## src/rtl/lkvc_pkg.sv

```systemverilog
// Shared constants, codes and controller/datapath types for the LRU key/value cache.
// No dependencies; every other file in rtl/ refers to it by scoped names.
package lkvc_pkg;

    localparam int ENTRIES     = 16;
    localparam int KEY_WIDTH   = 16;
    localparam int VALUE_WIDTH = 32;

    // capacity register
    localparam int CAP_W     = 5;
    localparam int CAP_RESET = 16;

    // update actions chosen by the controller
    typedef logic [2:0] t_act;
    localparam t_act ACT_NONE      = 3'd0;
    localparam t_act ACT_GET_HIT   = 3'd1;
    localparam t_act ACT_GET_MISS  = 3'd2;
    localparam t_act ACT_PUT_HIT   = 3'd3;
    localparam t_act ACT_PUT_NEW   = 3'd4;
    localparam t_act ACT_PUT_EVICT = 3'd5;

    typedef struct packed {
        logic capture;  // latch request, compare tags, read value memory
        logic apply;    // update stores and ranks, load result register
        t_act act;
    } t_cmd;

    typedef struct packed {
        logic op;       // latched op: 1 = put
        logic hit;      // latched key matched a valid entry
        logic full;     // entry count has reached capacity
    } t_status;

endpackage

```

## src/rtl/lkvc_req_if.sv

```systemverilog
// Request channel of the LRU key/value cache: op, key, value with valid/ready.
// Depends on lkvc_pkg for default widths.
interface lkvc_req_if #(
    parameter int KEY_WIDTH   = lkvc_pkg::KEY_WIDTH,
    parameter int VALUE_WIDTH = lkvc_pkg::VALUE_WIDTH
);
    logic                          valid;
    logic                          ready;
    logic                          op;
    logic        [KEY_WIDTH-1:0]   key;
    logic signed [VALUE_WIDTH-1:0] value;

    modport source (output valid, op, key, value, input ready);
    modport sink   (input valid, op, key, value, output ready);
endinterface

```

## src/rtl/lkvc_rsp_if.sv

```systemverilog
// Result channel of the LRU key/value cache: hit, read value and eviction report.
// Depends on lkvc_pkg for default widths.
interface lkvc_rsp_if #(
    parameter int KEY_WIDTH   = lkvc_pkg::KEY_WIDTH,
    parameter int VALUE_WIDTH = lkvc_pkg::VALUE_WIDTH
);
    logic                          valid;
    logic                          ready;
    logic                          hit;
    logic signed [VALUE_WIDTH-1:0] read_value;
    logic                          evicted;
    logic        [KEY_WIDTH-1:0]   evicted_key;

    modport source (output valid, hit, read_value, evicted, evicted_key, input ready);
    modport sink   (input valid, hit, read_value, evicted, evicted_key, output ready);
endinterface

```

## src/rtl/lkvc_cfg_if.sv

```systemverilog
// Configuration write channel of the LRU key/value cache: capacity data with valid/ready.
// Depends on lkvc_pkg for the register width.
interface lkvc_cfg_if;
    logic                       valid;
    logic                       ready;
    logic [lkvc_pkg::CAP_W-1:0] data;

    modport source (output valid, data, input ready);
    modport sink   (input valid, data, output ready);
endinterface

```

## src/rtl/lkvc_ctrl.sv

```systemverilog
// Controller of the LRU key/value cache: request sequencing and result valid.
// Depends on lkvc_pkg for the command and status types.
module lkvc_ctrl (
    input  logic              i_clk,
    input  logic              i_rst_n,
    input  logic              i_req_valid,
    output logic              o_req_ready,
    output logic              o_rsp_valid,
    input  logic              i_rsp_ready,
    input  lkvc_pkg::t_status i_status,
    output lkvc_pkg::t_cmd    o_cmd
);

    localparam logic S_IDLE = 1'b0;
    localparam logic S_UPD  = 1'b1;

    logic r_state, n_state;
    logic r_out_valid, n_out_valid;
    lkvc_pkg::t_act w_act;

    always_comb begin
        priority if (!i_status.op && i_status.hit) begin
            w_act = lkvc_pkg::ACT_GET_HIT;
        end else if (!i_status.op) begin
            w_act = lkvc_pkg::ACT_GET_MISS;
        end else if (i_status.hit) begin
            w_act = lkvc_pkg::ACT_PUT_HIT;
        end else if (i_status.full) begin
            w_act = lkvc_pkg::ACT_PUT_EVICT;
        end else begin
            w_act = lkvc_pkg::ACT_PUT_NEW;
        end
    end

    always_comb begin
        n_state       = r_state;
        n_out_valid   = r_out_valid & ~i_rsp_ready;
        o_cmd.capture = 1'b0;
        o_cmd.apply   = 1'b0;
        o_cmd.act     = lkvc_pkg::ACT_NONE;
        unique case (r_state)
            S_IDLE: begin
                if (i_req_valid) begin
                    o_cmd.capture = 1'b1;
                    n_state       = S_UPD;
                end
            end
            S_UPD: begin
                // finish only when the result register is free or being emptied
                if (!r_out_valid || i_rsp_ready) begin
                    o_cmd.apply = 1'b1;
                    o_cmd.act   = w_act;
                    n_out_valid = 1'b1;
                    n_state     = S_IDLE;
                end
            end
            default: begin
                n_state = S_IDLE;
            end
        endcase
    end

    always_ff @(posedge i_clk) begin
        if (!i_rst_n) begin
            r_state     <= S_IDLE;
            r_out_valid <= 1'b0;
        end else begin
            r_state     <= n_state;
            r_out_valid <= n_out_valid;
        end
    end

    assign o_req_ready = (r_state == S_IDLE);
    assign o_rsp_valid = r_out_valid;

    a_apply_gives_result: assert property (@(posedge i_clk) disable iff (!i_rst_n)
        o_cmd.apply |=> o_rsp_valid)
        else $error("result not presented after update");

    a_no_overwrite: assert property (@(posedge i_clk) disable iff (!i_rst_n)
        o_rsp_valid && !i_rsp_ready |-> !o_cmd.apply)
        else $error("update overwrote a pending result");

    a_capture_then_update: assert property (@(posedge i_clk) disable iff (!i_rst_n)
        o_cmd.capture |=> !o_req_ready)
        else $error("request accepted while another is in flight");

endmodule

```

## src/rtl/lkvc_dpath.sv

```systemverilog
// Datapath of the LRU key/value cache: tag store, recency ranks, value memory, result register.
// Depends on lkvc_pkg for command/status types and action codes.
module lkvc_dpath #(
    parameter int ENTRIES     = lkvc_pkg::ENTRIES,
    parameter int KEY_WIDTH   = lkvc_pkg::KEY_WIDTH,
    parameter int VALUE_WIDTH = lkvc_pkg::VALUE_WIDTH
) (
    input  logic                          i_clk,
    input  logic                          i_rst_n,
    input  logic                          i_req_op,
    input  logic        [KEY_WIDTH-1:0]   i_req_key,
    input  logic signed [VALUE_WIDTH-1:0] i_req_value,
    input  logic                          i_cfg_valid,
    input  logic [lkvc_pkg::CAP_W-1:0]    i_cfg_data,
    input  lkvc_pkg::t_cmd                i_cmd,
    output lkvc_pkg::t_status             o_status,
    output logic                          o_hit,
    output logic signed [VALUE_WIDTH-1:0] o_read_value,
    output logic                          o_evicted,
    output logic        [KEY_WIDTH-1:0]   o_evicted_key
);

    localparam int IW     = (ENTRIES > 1) ? $clog2(ENTRIES) : 1;
    localparam int CW     = $clog2(ENTRIES + 1);
    localparam int EW     = (CW > lkvc_pkg::CAP_W) ? CW : lkvc_pkg::CAP_W;
    localparam int CAP_RS = (lkvc_pkg::CAP_RESET > ENTRIES) ? ENTRIES : lkvc_pkg::CAP_RESET;

    logic        [KEY_WIDTH-1:0]   r_key_store [ENTRIES];
    logic signed [VALUE_WIDTH-1:0] r_mem       [ENTRIES];
    logic        [IW-1:0]          r_rank      [ENTRIES];
    logic        [ENTRIES-1:0]     r_valid;
    logic        [CW-1:0]          r_count;
    logic        [CW-1:0]          r_cap_eff;

    // latched request and lookup results
    logic                          r_op;
    logic        [KEY_WIDTH-1:0]   r_key;
    logic signed [VALUE_WIDTH-1:0] r_value;
    logic                          r_hit;
    logic        [IW-1:0]          r_hit_idx;
    logic        [IW-1:0]          r_free_idx;
    logic        [IW-1:0]          r_victim_idx;
    logic signed [VALUE_WIDTH-1:0] r_rd_q;

    logic [ENTRIES-1:0] w_match;
    logic [IW-1:0]      w_match_idx;
    logic [IW-1:0]      w_free_idx;
    logic [IW-1:0]      w_victim_idx;
    logic [EW-1:0]      w_cap_in;
    logic [CW-1:0]      w_cap_clamped;
    logic [IW-1:0]      w_slot;
    logic [IW:0]        w_thr;
    logic               w_touch;
    logic               w_is_hit;
    logic               w_is_new;
    logic               w_is_evict;
    logic               w_is_put;

    // tag compare and slot search on the incoming key
    always_comb begin
        w_match_idx  = '0;
        w_free_idx   = '0;
        w_victim_idx = '0;
        for (int i = 0; i < ENTRIES; i++) begin
            w_match[i] = r_valid[i] && (r_key_store[i] == i_req_key);
            if (w_match[i]) begin
                w_match_idx = w_match_idx | IW'(i);
            end
            // least recent entry holds rank count-1
            if (r_valid[i] && ((CW+1)'(r_rank[i]) == (CW+1)'(r_count) - (CW+1)'(1))) begin
                w_victim_idx = w_victim_idx | IW'(i);
            end
        end
        for (int i = ENTRIES - 1; i >= 0; i--) begin
            if (!r_valid[i]) begin
                w_free_idx = IW'(i);
            end
        end
    end

    always_comb begin
        w_cap_in = EW'(i_cfg_data);
        if (w_cap_in == '0) begin
            w_cap_clamped = CW'(1);
        end else if (w_cap_in > EW'(ENTRIES)) begin
            w_cap_clamped = CW'(ENTRIES);
        end else begin
            w_cap_clamped = CW'(w_cap_in);
        end
    end

    assign w_is_hit   = (i_cmd.act == lkvc_pkg::ACT_GET_HIT) ||
                        (i_cmd.act == lkvc_pkg::ACT_PUT_HIT);
    assign w_is_new   = (i_cmd.act == lkvc_pkg::ACT_PUT_NEW);
    assign w_is_evict = (i_cmd.act == lkvc_pkg::ACT_PUT_EVICT);
    assign w_is_put   = (i_cmd.act == lkvc_pkg::ACT_PUT_HIT) || w_is_new || w_is_evict;
    assign w_touch    = i_cmd.apply && (w_is_hit || w_is_new || w_is_evict);

    always_comb begin
        priority if (w_is_hit) begin
            w_slot = r_hit_idx;
        end else if (w_is_new) begin
            w_slot = r_free_idx;
        end else begin
            w_slot = r_victim_idx;
        end
    end

    // on a hit, entries more recent than the touched one age by one; on an insert all other valid entries do
    assign w_thr = w_is_hit ? {1'b0, r_rank[r_hit_idx]} : (IW+1)'(ENTRIES);

    // value memory: read on capture, write on put update
    always_ff @(posedge i_clk) begin
        if (i_cmd.capture) begin
            r_rd_q <= r_mem[w_match_idx];
        end
        if (i_cmd.apply && w_is_put) begin
            r_mem[w_slot] <= r_value;
        end
    end

    always_ff @(posedge i_clk) begin
        if (i_cmd.capture) begin
            r_op         <= i_req_op;
            r_key        <= i_req_key;
            r_value      <= i_req_value;
            r_hit        <= |w_match;
            r_hit_idx    <= w_match_idx;
            r_free_idx   <= w_free_idx;
            r_victim_idx <= w_victim_idx;
        end
        if (i_cmd.apply && (w_is_new || w_is_evict)) begin
            r_key_store[w_slot] <= r_key;
        end
        if (i_cmd.apply) begin
            o_hit     <= r_hit;
            o_evicted <= w_is_evict;
            o_evicted_key <= w_is_evict ? r_key_store[r_victim_idx] : '0;
            unique case (i_cmd.act)
                lkvc_pkg::ACT_GET_HIT:  o_read_value <= r_rd_q;
                lkvc_pkg::ACT_GET_MISS: o_read_value <= '1;
                default:                o_read_value <= '0;
            endcase
        end
    end

    always_ff @(posedge i_clk) begin
        if (!i_rst_n) begin
            r_valid   <= '0;
            r_count   <= '0;
            r_cap_eff <= CW'(CAP_RS);
            for (int i = 0; i < ENTRIES; i++) begin
                r_rank[i] <= '0;
            end
        end else begin
            if (i_cfg_valid && (r_count == '0)) begin
                r_cap_eff <= w_cap_clamped;
            end
            if (w_touch) begin
                for (int i = 0; i < ENTRIES; i++) begin
                    if (IW'(i) == w_slot) begin
                        r_rank[i] <= '0;
                    end else if (r_valid[i] && ((IW+1)'(r_rank[i]) < w_thr)) begin
                        r_rank[i] <= r_rank[i] + IW'(1);
                    end
                end
            end
            if (i_cmd.apply && w_is_new) begin
                r_valid[r_free_idx] <= 1'b1;
                r_count             <= r_count + CW'(1);
            end
        end
    end

    assign o_status.op   = r_op;
    assign o_status.hit  = r_hit;
    assign o_status.full = (r_count >= r_cap_eff);

    a_count_in_cap: assert property (@(posedge i_clk) disable iff (!i_rst_n)
        r_count <= r_cap_eff)
        else $error("entry count above capacity");

    a_count_matches_valid: assert property (@(posedge i_clk) disable iff (!i_rst_n)
        $countones(r_valid) == int'(r_count))
        else $error("entry count disagrees with valid entries");

    a_insert_free_slot: assert property (@(posedge i_clk) disable iff (!i_rst_n)
        i_cmd.apply && w_is_new |-> !r_valid[r_free_idx])
        else $error("insert into an occupied slot");

    a_evict_has_victim: assert property (@(posedge i_clk) disable iff (!i_rst_n)
        i_cmd.apply && w_is_evict |-> r_valid[r_victim_idx])
        else $error("eviction of an empty slot");

endmodule

```

## src/rtl/lru_key_value_cache.sv

```systemverilog
// Top level of the LRU key/value cache: controller, datapath and channel hookup.
// Depends on lkvc_pkg, lkvc_req_if, lkvc_rsp_if, lkvc_cfg_if, lkvc_ctrl, lkvc_dpath.

// Fully associative key/value cache with least-recently-used replacement. When a
// request is transferred, the key is compared against all tags at once and the
// value memory is read; once the result register is free or being emptied, the
// recency ranks, tag store and value memory are updated and the result register
// loaded. The request port is not ready again until that update is done, so a new
// request is not taken before the last one is through. A finished result waits in
// the output register while the next request is taken in. No clearing pass runs
// after reset; the cache is usable as soon as reset ends. Capacity writes are always
// taken but change the capacity only while the cache is empty; 0 acts as 1 and
// values above ENTRIES act as ENTRIES.
module lru_key_value_cache #(
    parameter int ENTRIES     = lkvc_pkg::ENTRIES,
    parameter int KEY_WIDTH   = lkvc_pkg::KEY_WIDTH,
    parameter int VALUE_WIDTH = lkvc_pkg::VALUE_WIDTH
) (
    input  logic       i_clk,
    input  logic       i_rst_n,
    lkvc_req_if.sink   i_req,
    lkvc_rsp_if.source o_rsp,
    lkvc_cfg_if.sink   i_cfg
);

    lkvc_pkg::t_cmd    w_cmd;
    lkvc_pkg::t_status w_status;

    assign i_cfg.ready = 1'b1;

    lkvc_ctrl u_ctrl (
        .i_clk       (i_clk),
        .i_rst_n     (i_rst_n),
        .i_req_valid (i_req.valid),
        .o_req_ready (i_req.ready),
        .o_rsp_valid (o_rsp.valid),
        .i_rsp_ready (o_rsp.ready),
        .i_status    (w_status),
        .o_cmd       (w_cmd)
    );

    lkvc_dpath #(
        .ENTRIES     (ENTRIES),
        .KEY_WIDTH   (KEY_WIDTH),
        .VALUE_WIDTH (VALUE_WIDTH)
    ) u_dpath (
        .i_clk         (i_clk),
        .i_rst_n       (i_rst_n),
        .i_req_op      (i_req.op),
        .i_req_key     (i_req.key),
        .i_req_value   (i_req.value),
        .i_cfg_valid   (i_cfg.valid),
        .i_cfg_data    (i_cfg.data),
        .i_cmd         (w_cmd),
        .o_status      (w_status),
        .o_hit         (o_rsp.hit),
        .o_read_value  (o_rsp.read_value),
        .o_evicted     (o_rsp.evicted),
        .o_evicted_key (o_rsp.evicted_key)
    );

endmodule
```

## src/flat_wrapper.sv

```systemverilog
// flat-port wrapper written by rule: the top's interface ports become plain ports
module lru_key_value_cache_flat 
#(
    parameter int ENTRIES     = lkvc_pkg::ENTRIES,
    parameter int KEY_WIDTH   = lkvc_pkg::KEY_WIDTH,
    parameter int VALUE_WIDTH = lkvc_pkg::VALUE_WIDTH
)
  (i_clk, i_rst_n, i_req_valid, i_req_op, i_req_key, i_req_value, i_req_ready, o_rsp_valid, o_rsp_hit, o_rsp_read_value, o_rsp_evicted, o_rsp_evicted_key, o_rsp_ready, i_cfg_valid, i_cfg_data, i_cfg_ready);
  lkvc_req_if #(.KEY_WIDTH(KEY_WIDTH), .VALUE_WIDTH(VALUE_WIDTH)) i_req_i ();
  lkvc_rsp_if #(.KEY_WIDTH(KEY_WIDTH), .VALUE_WIDTH(VALUE_WIDTH)) o_rsp_i ();
  lkvc_cfg_if i_cfg_i ();
  input  logic i_clk;
  input  logic i_rst_n;
  input wire logic [$bits(i_req_i.valid)-1:0] i_req_valid;
  input wire logic [$bits(i_req_i.op)-1:0] i_req_op;
  input wire logic [$bits(i_req_i.key)-1:0] i_req_key;
  input wire logic [$bits(i_req_i.value)-1:0] i_req_value;
  output wire logic [$bits(i_req_i.ready)-1:0] i_req_ready;
  output wire logic [$bits(o_rsp_i.valid)-1:0] o_rsp_valid;
  output wire logic [$bits(o_rsp_i.hit)-1:0] o_rsp_hit;
  output wire logic [$bits(o_rsp_i.read_value)-1:0] o_rsp_read_value;
  output wire logic [$bits(o_rsp_i.evicted)-1:0] o_rsp_evicted;
  output wire logic [$bits(o_rsp_i.evicted_key)-1:0] o_rsp_evicted_key;
  input wire logic [$bits(o_rsp_i.ready)-1:0] o_rsp_ready;
  input wire logic [$bits(i_cfg_i.valid)-1:0] i_cfg_valid;
  input wire logic [$bits(i_cfg_i.data)-1:0] i_cfg_data;
  output wire logic [$bits(i_cfg_i.ready)-1:0] i_cfg_ready;
  assign i_req_i.valid = i_req_valid;
  assign i_req_i.op = i_req_op;
  assign i_req_i.key = i_req_key;
  assign i_req_i.value = i_req_value;
  assign i_req_ready = i_req_i.ready;
  assign o_rsp_valid = o_rsp_i.valid;
  assign o_rsp_hit = o_rsp_i.hit;
  assign o_rsp_read_value = o_rsp_i.read_value;
  assign o_rsp_evicted = o_rsp_i.evicted;
  assign o_rsp_evicted_key = o_rsp_i.evicted_key;
  assign o_rsp_i.ready = o_rsp_ready;
  assign i_cfg_i.valid = i_cfg_valid;
  assign i_cfg_i.data = i_cfg_data;
  assign i_cfg_ready = i_cfg_i.ready;
  lru_key_value_cache #(.ENTRIES(ENTRIES), .KEY_WIDTH(KEY_WIDTH), .VALUE_WIDTH(VALUE_WIDTH)) u_core (.i_clk(i_clk), .i_rst_n(i_rst_n), .i_req(i_req_i), .o_rsp(o_rsp_i), .i_cfg(i_cfg_i));
endmodule
```

## config.mk

```make
export PLATFORM = sky130hd
export DESIGN_NAME = lru_key_value_cache_flat
export DESIGN_NICKNAME = d
export VERILOG_FILES = /design/src/rtl/lkvc_pkg.sv /design/src/rtl/lkvc_req_if.sv /design/src/rtl/lkvc_rsp_if.sv /design/src/rtl/lkvc_cfg_if.sv /design/src/rtl/lkvc_ctrl.sv /design/src/rtl/lkvc_dpath.sv /design/src/rtl/lru_key_value_cache.sv /design/src/flat_wrapper.sv
export SDC_FILE = /design/constraint.sdc
export NUM_CORES = 2
export LEC_CHECK = 0
export BUFFER_PORTS_ARGS = -buffer_cell sky130_fd_sc_hd__buf_2
export CORE_MARGIN = 4
export CORE_UTILIZATION = 57
export DETAILED_ROUTE_END_ITERATION = 7
export PLACE_DENSITY = 0.85
export REMOVE_ABC_BUFFERS = 1
export SLEW_MARGIN = 25
export SYNTH_ARGS = -nofsm -noshare
export SYNTH_HDL_FRONTEND = slang
export SYNTH_SLANG_ARGS = --single-unit
export TNS_END_PERCENT = 100
```

## constraint.sdc

```tcl
create_clock -name i_clk -period 5.1 [get_ports i_clk]
set_input_delay 0.255 -clock i_clk [delete_from_list [all_inputs] [get_ports i_clk]]
set_output_delay 0.255 -clock i_clk [all_outputs]
set_load 0.03 [all_outputs]
```

## After elaboration in Yosys (flattened, before gate mapping)

Memory sizes are Yosys's and may differ from the RTL's. A register that Yosys moved wholly into a read port is not among the register bits.
Cells that the tools add are included.

| word-level totals | value |
|---|---|
| flip-flop bits (word level) | 124 |
| bits in latches | 0 |
| memory bits (writable) | 832 |
| bits in read-only memories | 0 |
| bits of input ports | 59 |
| output and inout port bits | 53 |
| word-level logic and storage cells | 468 |
| memories | 3 |

Memory list:

| name | depth | width | read ports | clocked after memory_dff | write ports | line | RTL |
|---|---|---|---|---|---|---|---|
| u_core.u_dpath.r_mem | 16 | 32 | 1 | 1 | 1 | lkvc_dpath.sv:29 | `logic signed [VALUE_WIDTH-1:0] r_mem [ENTRIES];` |
| u_core.u_dpath.r_key_store | 16 | 16 | 17 | 1 | 1 | lkvc_dpath.sv:28 | `logic [KEY_WIDTH-1:0] r_key_store [ENTRIES];` |
| u_core.u_dpath.r_rank | 16 | 4 | 17 | 1 | 16 | lkvc_dpath.sv:30 | `logic [IW-1:0] r_rank [ENTRIES];` |

| operators by class | value |
|---|---|
| add/sub/neg operators | 18 |
| multiply operators | 0 |
| divide/modulo/power cells | 0 |
| $lt $le $gt $ge | 20 |
| equal/unequal tests | 51 |
| shift operators | 0 |
| multiplexer cells | 245 |
| bitwise logic cells | 36 |
| reduce and logical (&&, ||, !) cells | 74 |

Operator list:

| operator | number |
|---|---|
| $eq 16x16->1 | 16 |
| $mux 4 | 59 |
| $mux 1 | 159 |
| $eq 4x6->1 | 15 |
| $lt 4x5->1 | 16 |
| $add 4x1->4 const B | 16 |
| $pmux 32 s2 | 1 |
| $logic_and 1x1->1 | 54 |
| $mux 3 | 15 |
| $eq 4x4->1 const A | 8 |
| $or 1x1->1 | 32 |
| $eq 3x4->1 const A | 4 |
| $or 16x16->16 | 1 |
| $reduce_or 16->1 | 1 |
| $mux 5 | 3 |
| $mux 2 | 6 |
| $logic_not 5->1 | 2 |
| $eq 2x4->1 const A | 2 |
| $reduce_and 8->1 | 1 |
| $reduce_or 8->1 | 1 |
| $logic_or 1x1->1 | 7 |
| $eq 3x2->1 const B | 2 |
| $eq 3x3->1 const B | 2 |
| $sub 5x1->6 const B | 1 |
| other kinds (17) | 20 |

## Logic depth before layout (Yosys ltp)

An unclocked memory read counts as a cell.

| depth | value |
|---|---|
| word-level depth | 19 |
| depth in mapped cells | 16 |

## By module

Synthesis repeated with hierarchy kept, for this count alone.

| unflattened totals | value |
|---|---|
| cells, all modules | 2850 |
| area, all modules | 46236.8 um^2 |

By module, submodules not included:

| module | instances | cells an instance | area each (um^2) |
|---|---|---|---|
| lkvc_dpath | 1 | 2833 | 46086.7 |
| lkvc_ctrl | 1 | 15 | 138.9 |
| lru_key_value_cache | 1 | 2 | 11.3 |

## Worst setup path before layout

No wires, ideal clock.

| timing | value |
|---|---|
| path kind | register -> register |
| from | reg u_core.u_ctrl.r_out_valid, in the netlist u_core.u_ctrl.o_rsp_valid |
| to | mem u_core.u_dpath.r_mem[4][0], enable pin |
| arrival | 5.197 ns |
| required time | 4.679 ns |
| slack | -0.518 ns |
| cell stages (with the launch flop) | 10 |
| path buffers | 1 |
| period minus slack after synthesis | 5.618 ns |
| path through | dfxtp_1 nand2b_1 and2_0 and3_1 buf_1 mux2i_1 a221oi_1 nor2b_1 nand2_1 nor2_1 |

RTL lines:

| what | line | RTL |
|---|---|---|
| from (decl) | lkvc_ctrl.sv:18 | `logic r_out_valid, n_out_valid;` |
| from (signal assigned) | lkvc_ctrl.sv:69 | `r_out_valid <= n_out_valid;` |
| to (decl) | lkvc_dpath.sv:29 |  |

## Final worst setup path

| timing | value |
|---|---|
| from | reg u_core.u_dpath.r_count[4] |
| to | mem u_core.u_dpath.r_mem[12][18], enable pin |

| on the way | value |
|---|---|
| longest elaborated chain between the ends | 13 |
| elaborated cells between the ends (all ways) | 19 |

Ends and longest elaborated chain:

| what | line | RTL |
|---|---|---|
| from (decl) | lkvc_dpath.sv:32 | `logic [CW-1:0] r_count;` |
| from (signal assigned) | lkvc_dpath.sv:170 | `r_count <= r_count + CW'(1);` |
| $ge 5x5->1 (*) | lkvc_dpath.sv:177 | `assign o_status.full = (r_count >= r_cap_eff);` |
| $mux 1 (*) | lkvc_ctrl.sv:28 | `end else if (i_status.full) begin` |
| $mux 3 (*) | lkvc_ctrl.sv:26 | `end else if (i_status.hit) begin` |
| $mux 3 (*) | lkvc_ctrl.sv:24 | `end else if (!i_status.op) begin` |
| $mux 3 (*) | lkvc_ctrl.sv:22 | `priority if (!i_status.op && i_status.hit) begin` |
| $mux 4 (*) | lkvc_ctrl.sv:50 | `if (!r_out_valid \|\| i_rsp_ready) begin` |
| $mux 4 (*) | lkvc_ctrl.sv:41 | `unique case (r_state)` |
| $eq 3x2->1 or $eq 3x3->1 (tied branches) | lkvc_dpath.sv:93, lkvc_dpath.sv:96, lkvc_dpath.sv:94 |  |
| $logic_or 1x1->1 (2 in series) | lkvc_dpath.sv:96 | `assign w_is_put = (i_cmd.act == lkvc_pkg::ACT_PUT_HIT) \|\| w_is_new \|\| w_is_evict;` |
| $logic_and 1x1->1 | lkvc_dpath.sv:117 | `if (i_cmd.apply && w_is_put) begin` |
| $mux 1 | lkvc_dpath.sv:117 |  |
| $mux 1 (implied by the code) | lkvc_dpath.sv:118 | `r_mem[w_slot] <= r_value;` |

Every way passes the cells marked *; elsewhere a longest branch is shown, timed or not.

==> results.yml <==
floorplan:
  die_area_um2: 85210
  die_h_um: 291.9
  placementRows: 103
  core-area_um2: 79390
  io_pins: 112
  initial_utilization_pct: 57.87
  die_width_um: 291.9
final_layout:
  area_growth_pct: 12.79
  fill_cells: 5335
  nets: 3239
  antenna_cells: 0
  seq_area_um2: 29950
  multi_input_area_um2: 15190
  drive_above_1_share_pct: 15.24
synthesis:
  synth-edff-count: 976
  synthFlopType: "edfxtp_1"
  ys_ff_latch: 1008
  synth_area_um2: 45940
  synth_cells: 2906
  syn_area_per_cell_um2: 15.81
  synth-async-reset-ratio_pct: 0
  ys.warnings.count: 0
  seq_area_frac_synth_pct: 65.19
  synthDistinctLibCells: 68
timing:
  min_period_ps: 4373
  worst_pin_slew_ps: 1158
  final_hold_viol_count: 0
  worst_clock_skew_ps: 43.82
  slew_viol_final: 0
  fin_crit_sh_pct: 85.75
  grt_setup_unrepaired: "no"
  tns_ps: 0
  setup_viol: 0
  max_slew_margin_pct: 22.09
  fmax_mhz: 228.7
  fin_ws_ps: 726.9
global_route:
  busiest_layer: "met2"
  grt_max_degree: 65
  gr-usage-met1_pct: 35.65
  grt_pass1_vias: 27636
  antenna_found_initial: 1
  grt.total_usage_pct: 27.55
  grt_pass1_wl_um: 176500
  grt.met3_usage_pct: 3.803
  gr-total-overflow: 0
  met2_usage_pct: 47.66
worst_setup_path:
  crit_type: "reg -> reg"
  required_ps: 5400
  cp-end-kind: "flip-flop"
  crit_fanout: 32
  cp_data_arrival_time_ps: 4670
  cp-start-kind: "flip-flop"
detailed_routing:
  drt_iter0_markers: 2812
  vias_per_cell: 6.368
  ant_nets: 0
  drc_errors: 0
  firstDrtPassIters: 6
  wl_per_cell_um: 28.11
  vias: 26996
  drt_wl_total_um: 119100
placement:
  gp_congestion: 1.017
  post-place-ws_ps: 893.8
  dp_hpwl_um: 77450
  port_buffers: 110
power_and_ir_drop:
  powerDensity_nw_per_um2: 343.1
  p_leak_uw: 0.01759
  ir_drop_mv: 0.2479
clock_tree:
  h-tree-depth: 3
  clk_pin_slew_ps: 60
  cts_buffers: 100
  ctsLongestPathBuffers: 3
  cts_tree: "yes"
  cts_resized: 0
  clk_latency_ps: 680
  cts_num_sinks: 1008
  cts_root_buffer: "clkbuf_16"
status:
  status: "complete, no violations"
worst_hold_path:
  worstHoldPathType: "in -> reg"
run:
  maxCapViolations: 0
==> layer usage <==
layer,part of all wire [%],routed length [um]
met1,38,45330
met2,50,60020
met3,7.5,8930
met4,4.1,4857
met5,0,0
==> flip-flops by register name, indices dropped and copies added, names as in the netlist, 4 cells and up, named ones only <==
signal / flops
u_core.u_dpath.r_rd_q: 32
u_core.u_dpath.r_mem: 512
u_core.u_dpath.r_key: 16
u_core.u_dpath.r_key_store: 256
u_core.u_dpath.r_free_idx: 4
u_core.u_dpath.r_rank: 64
u_core.u_dpath.o_read_value: 32
u_core.u_dpath.r_count: 5
u_core.u_dpath.r_hit_idx: 4
u_core.u_dpath.o_evicted_key: 16
u_core.u_dpath.r_victim_idx: 4
u_core.u_dpath.r_value: 32
u_core.u_dpath.r_valid: 16
u_core.u_dpath.r_cap_eff: 5
==> timing repair <==
item                      CTS  global route
hold buffers               43             0
setup buffers               0             0
hold endpoints to repair   46             0
==> power by group <==
group,internal [uW],leakage [uW],total (uW),switching (uW)
Sequential,9220,0.00920,9410,186
Clock,4310,0.00161,7510,3200
Combinational,321,0.00678,860,540
==> path summary, 6_finish.rpt <==
path,from,to,slack [ps],cells after the start
worst max-delay path,u_core.u_dpath.r_count[4],u_core.u_dpath.r_mem[12][18],730,11
worst min-delay path,i_req_key[6],u_core.u_dpath.r_key[6],30,1
worst max register to register,u_core.u_dpath.r_count[4],u_core.u_dpath.r_mem[12][18],730,11
worst min register to register,u_core.u_dpath.r_rd_q[15],u_core.u_dpath.o_read_value[15],520,1
==> logic make-up after synthesis <==
family | Yosys count | synth area share, %
compound gates | 189 | 2.813
xor+xnor | 355 | 6.768
fa+ha+maj | 73 | 1.988
buf+inv | 198 | 2.151
flops | 1008 | 65.19
mux | 584 | 15.45
other cells | 1 | 0.008162
simple gates | 498 | 5.632
==> metrics by stage <==
stage / cells / total power (uW) / area (um^2) / util [%] / hold WS [ps]
3_3_place_gp: 4012 / 10360 / 48020 / 60.49 / 431.1
2_1_floorplan: 2757 / 10000 / 45140 / - / 316.9
6_report: 4239 / 17780 / 51820 / 65.28 / 31.09
5_1_grt: 4239 / 18300 / 51820 / 65.28 / 24.50
3_5_place_dp: 4012 / 10400 / 48020 / 60.49 / 434.2
4_1_cts: 4239 / 17830 / 51820 / 65.28 / 8.100
==> cell type report <==
cell class                 count  area share, %
sequential                  1008          57.79
multi-input combinational   1700          29.31
clock buffer                 115          4.979
timing repair buffer         248          3.511
tap                         1050          2.535
clock inverter                69          1.516
inverter                      49         0.3598
==> cells in the mapped netlist, types with 49 or more instances <==
library cell / number / area [um^2]
nor2_1: 142 / 533.0
nand3_1: 49 / 245.2
nand4_1: 52 / 325.3
xnor2_1: 206 / 1804
xor2_1: 149 / 1305
inv_1: 49 / 183.9
ha_1: 73 / 913.4
nand2_1: 70 / 262.8
mux4_2: 100 / 2252
edfxtp_1: 976 / 29310
buf_2: 57 / 285.3
mux2i_1: 482 / 4825
==> layout by cell type, fill, tap and decap left out, types with 52 or more instances in the layout <==
cell type,instances
xor2_1,148
nand4_1,52
ha_1,73
buf_4,85
nand2_1,70
nor2_1,125
xnor2_1,205
clkbuf_16,101
buf_2,110
mux2i_1,482
mux4_2,100
edfxtp_1,976
==> worst max-delay path: stages (launching register included) <==
cell	delay (ps)
dfxtp_1	410
ha_1	280
a211oi_1	250
o211ai_1	170
a31oi_1	420
nor2_1	250
buf_4	250
a221oi_1	540
nor2b_1	360
nand2_1	330
nor2_4	150
buf_4	540
Power figures use the tool's default switching activity.
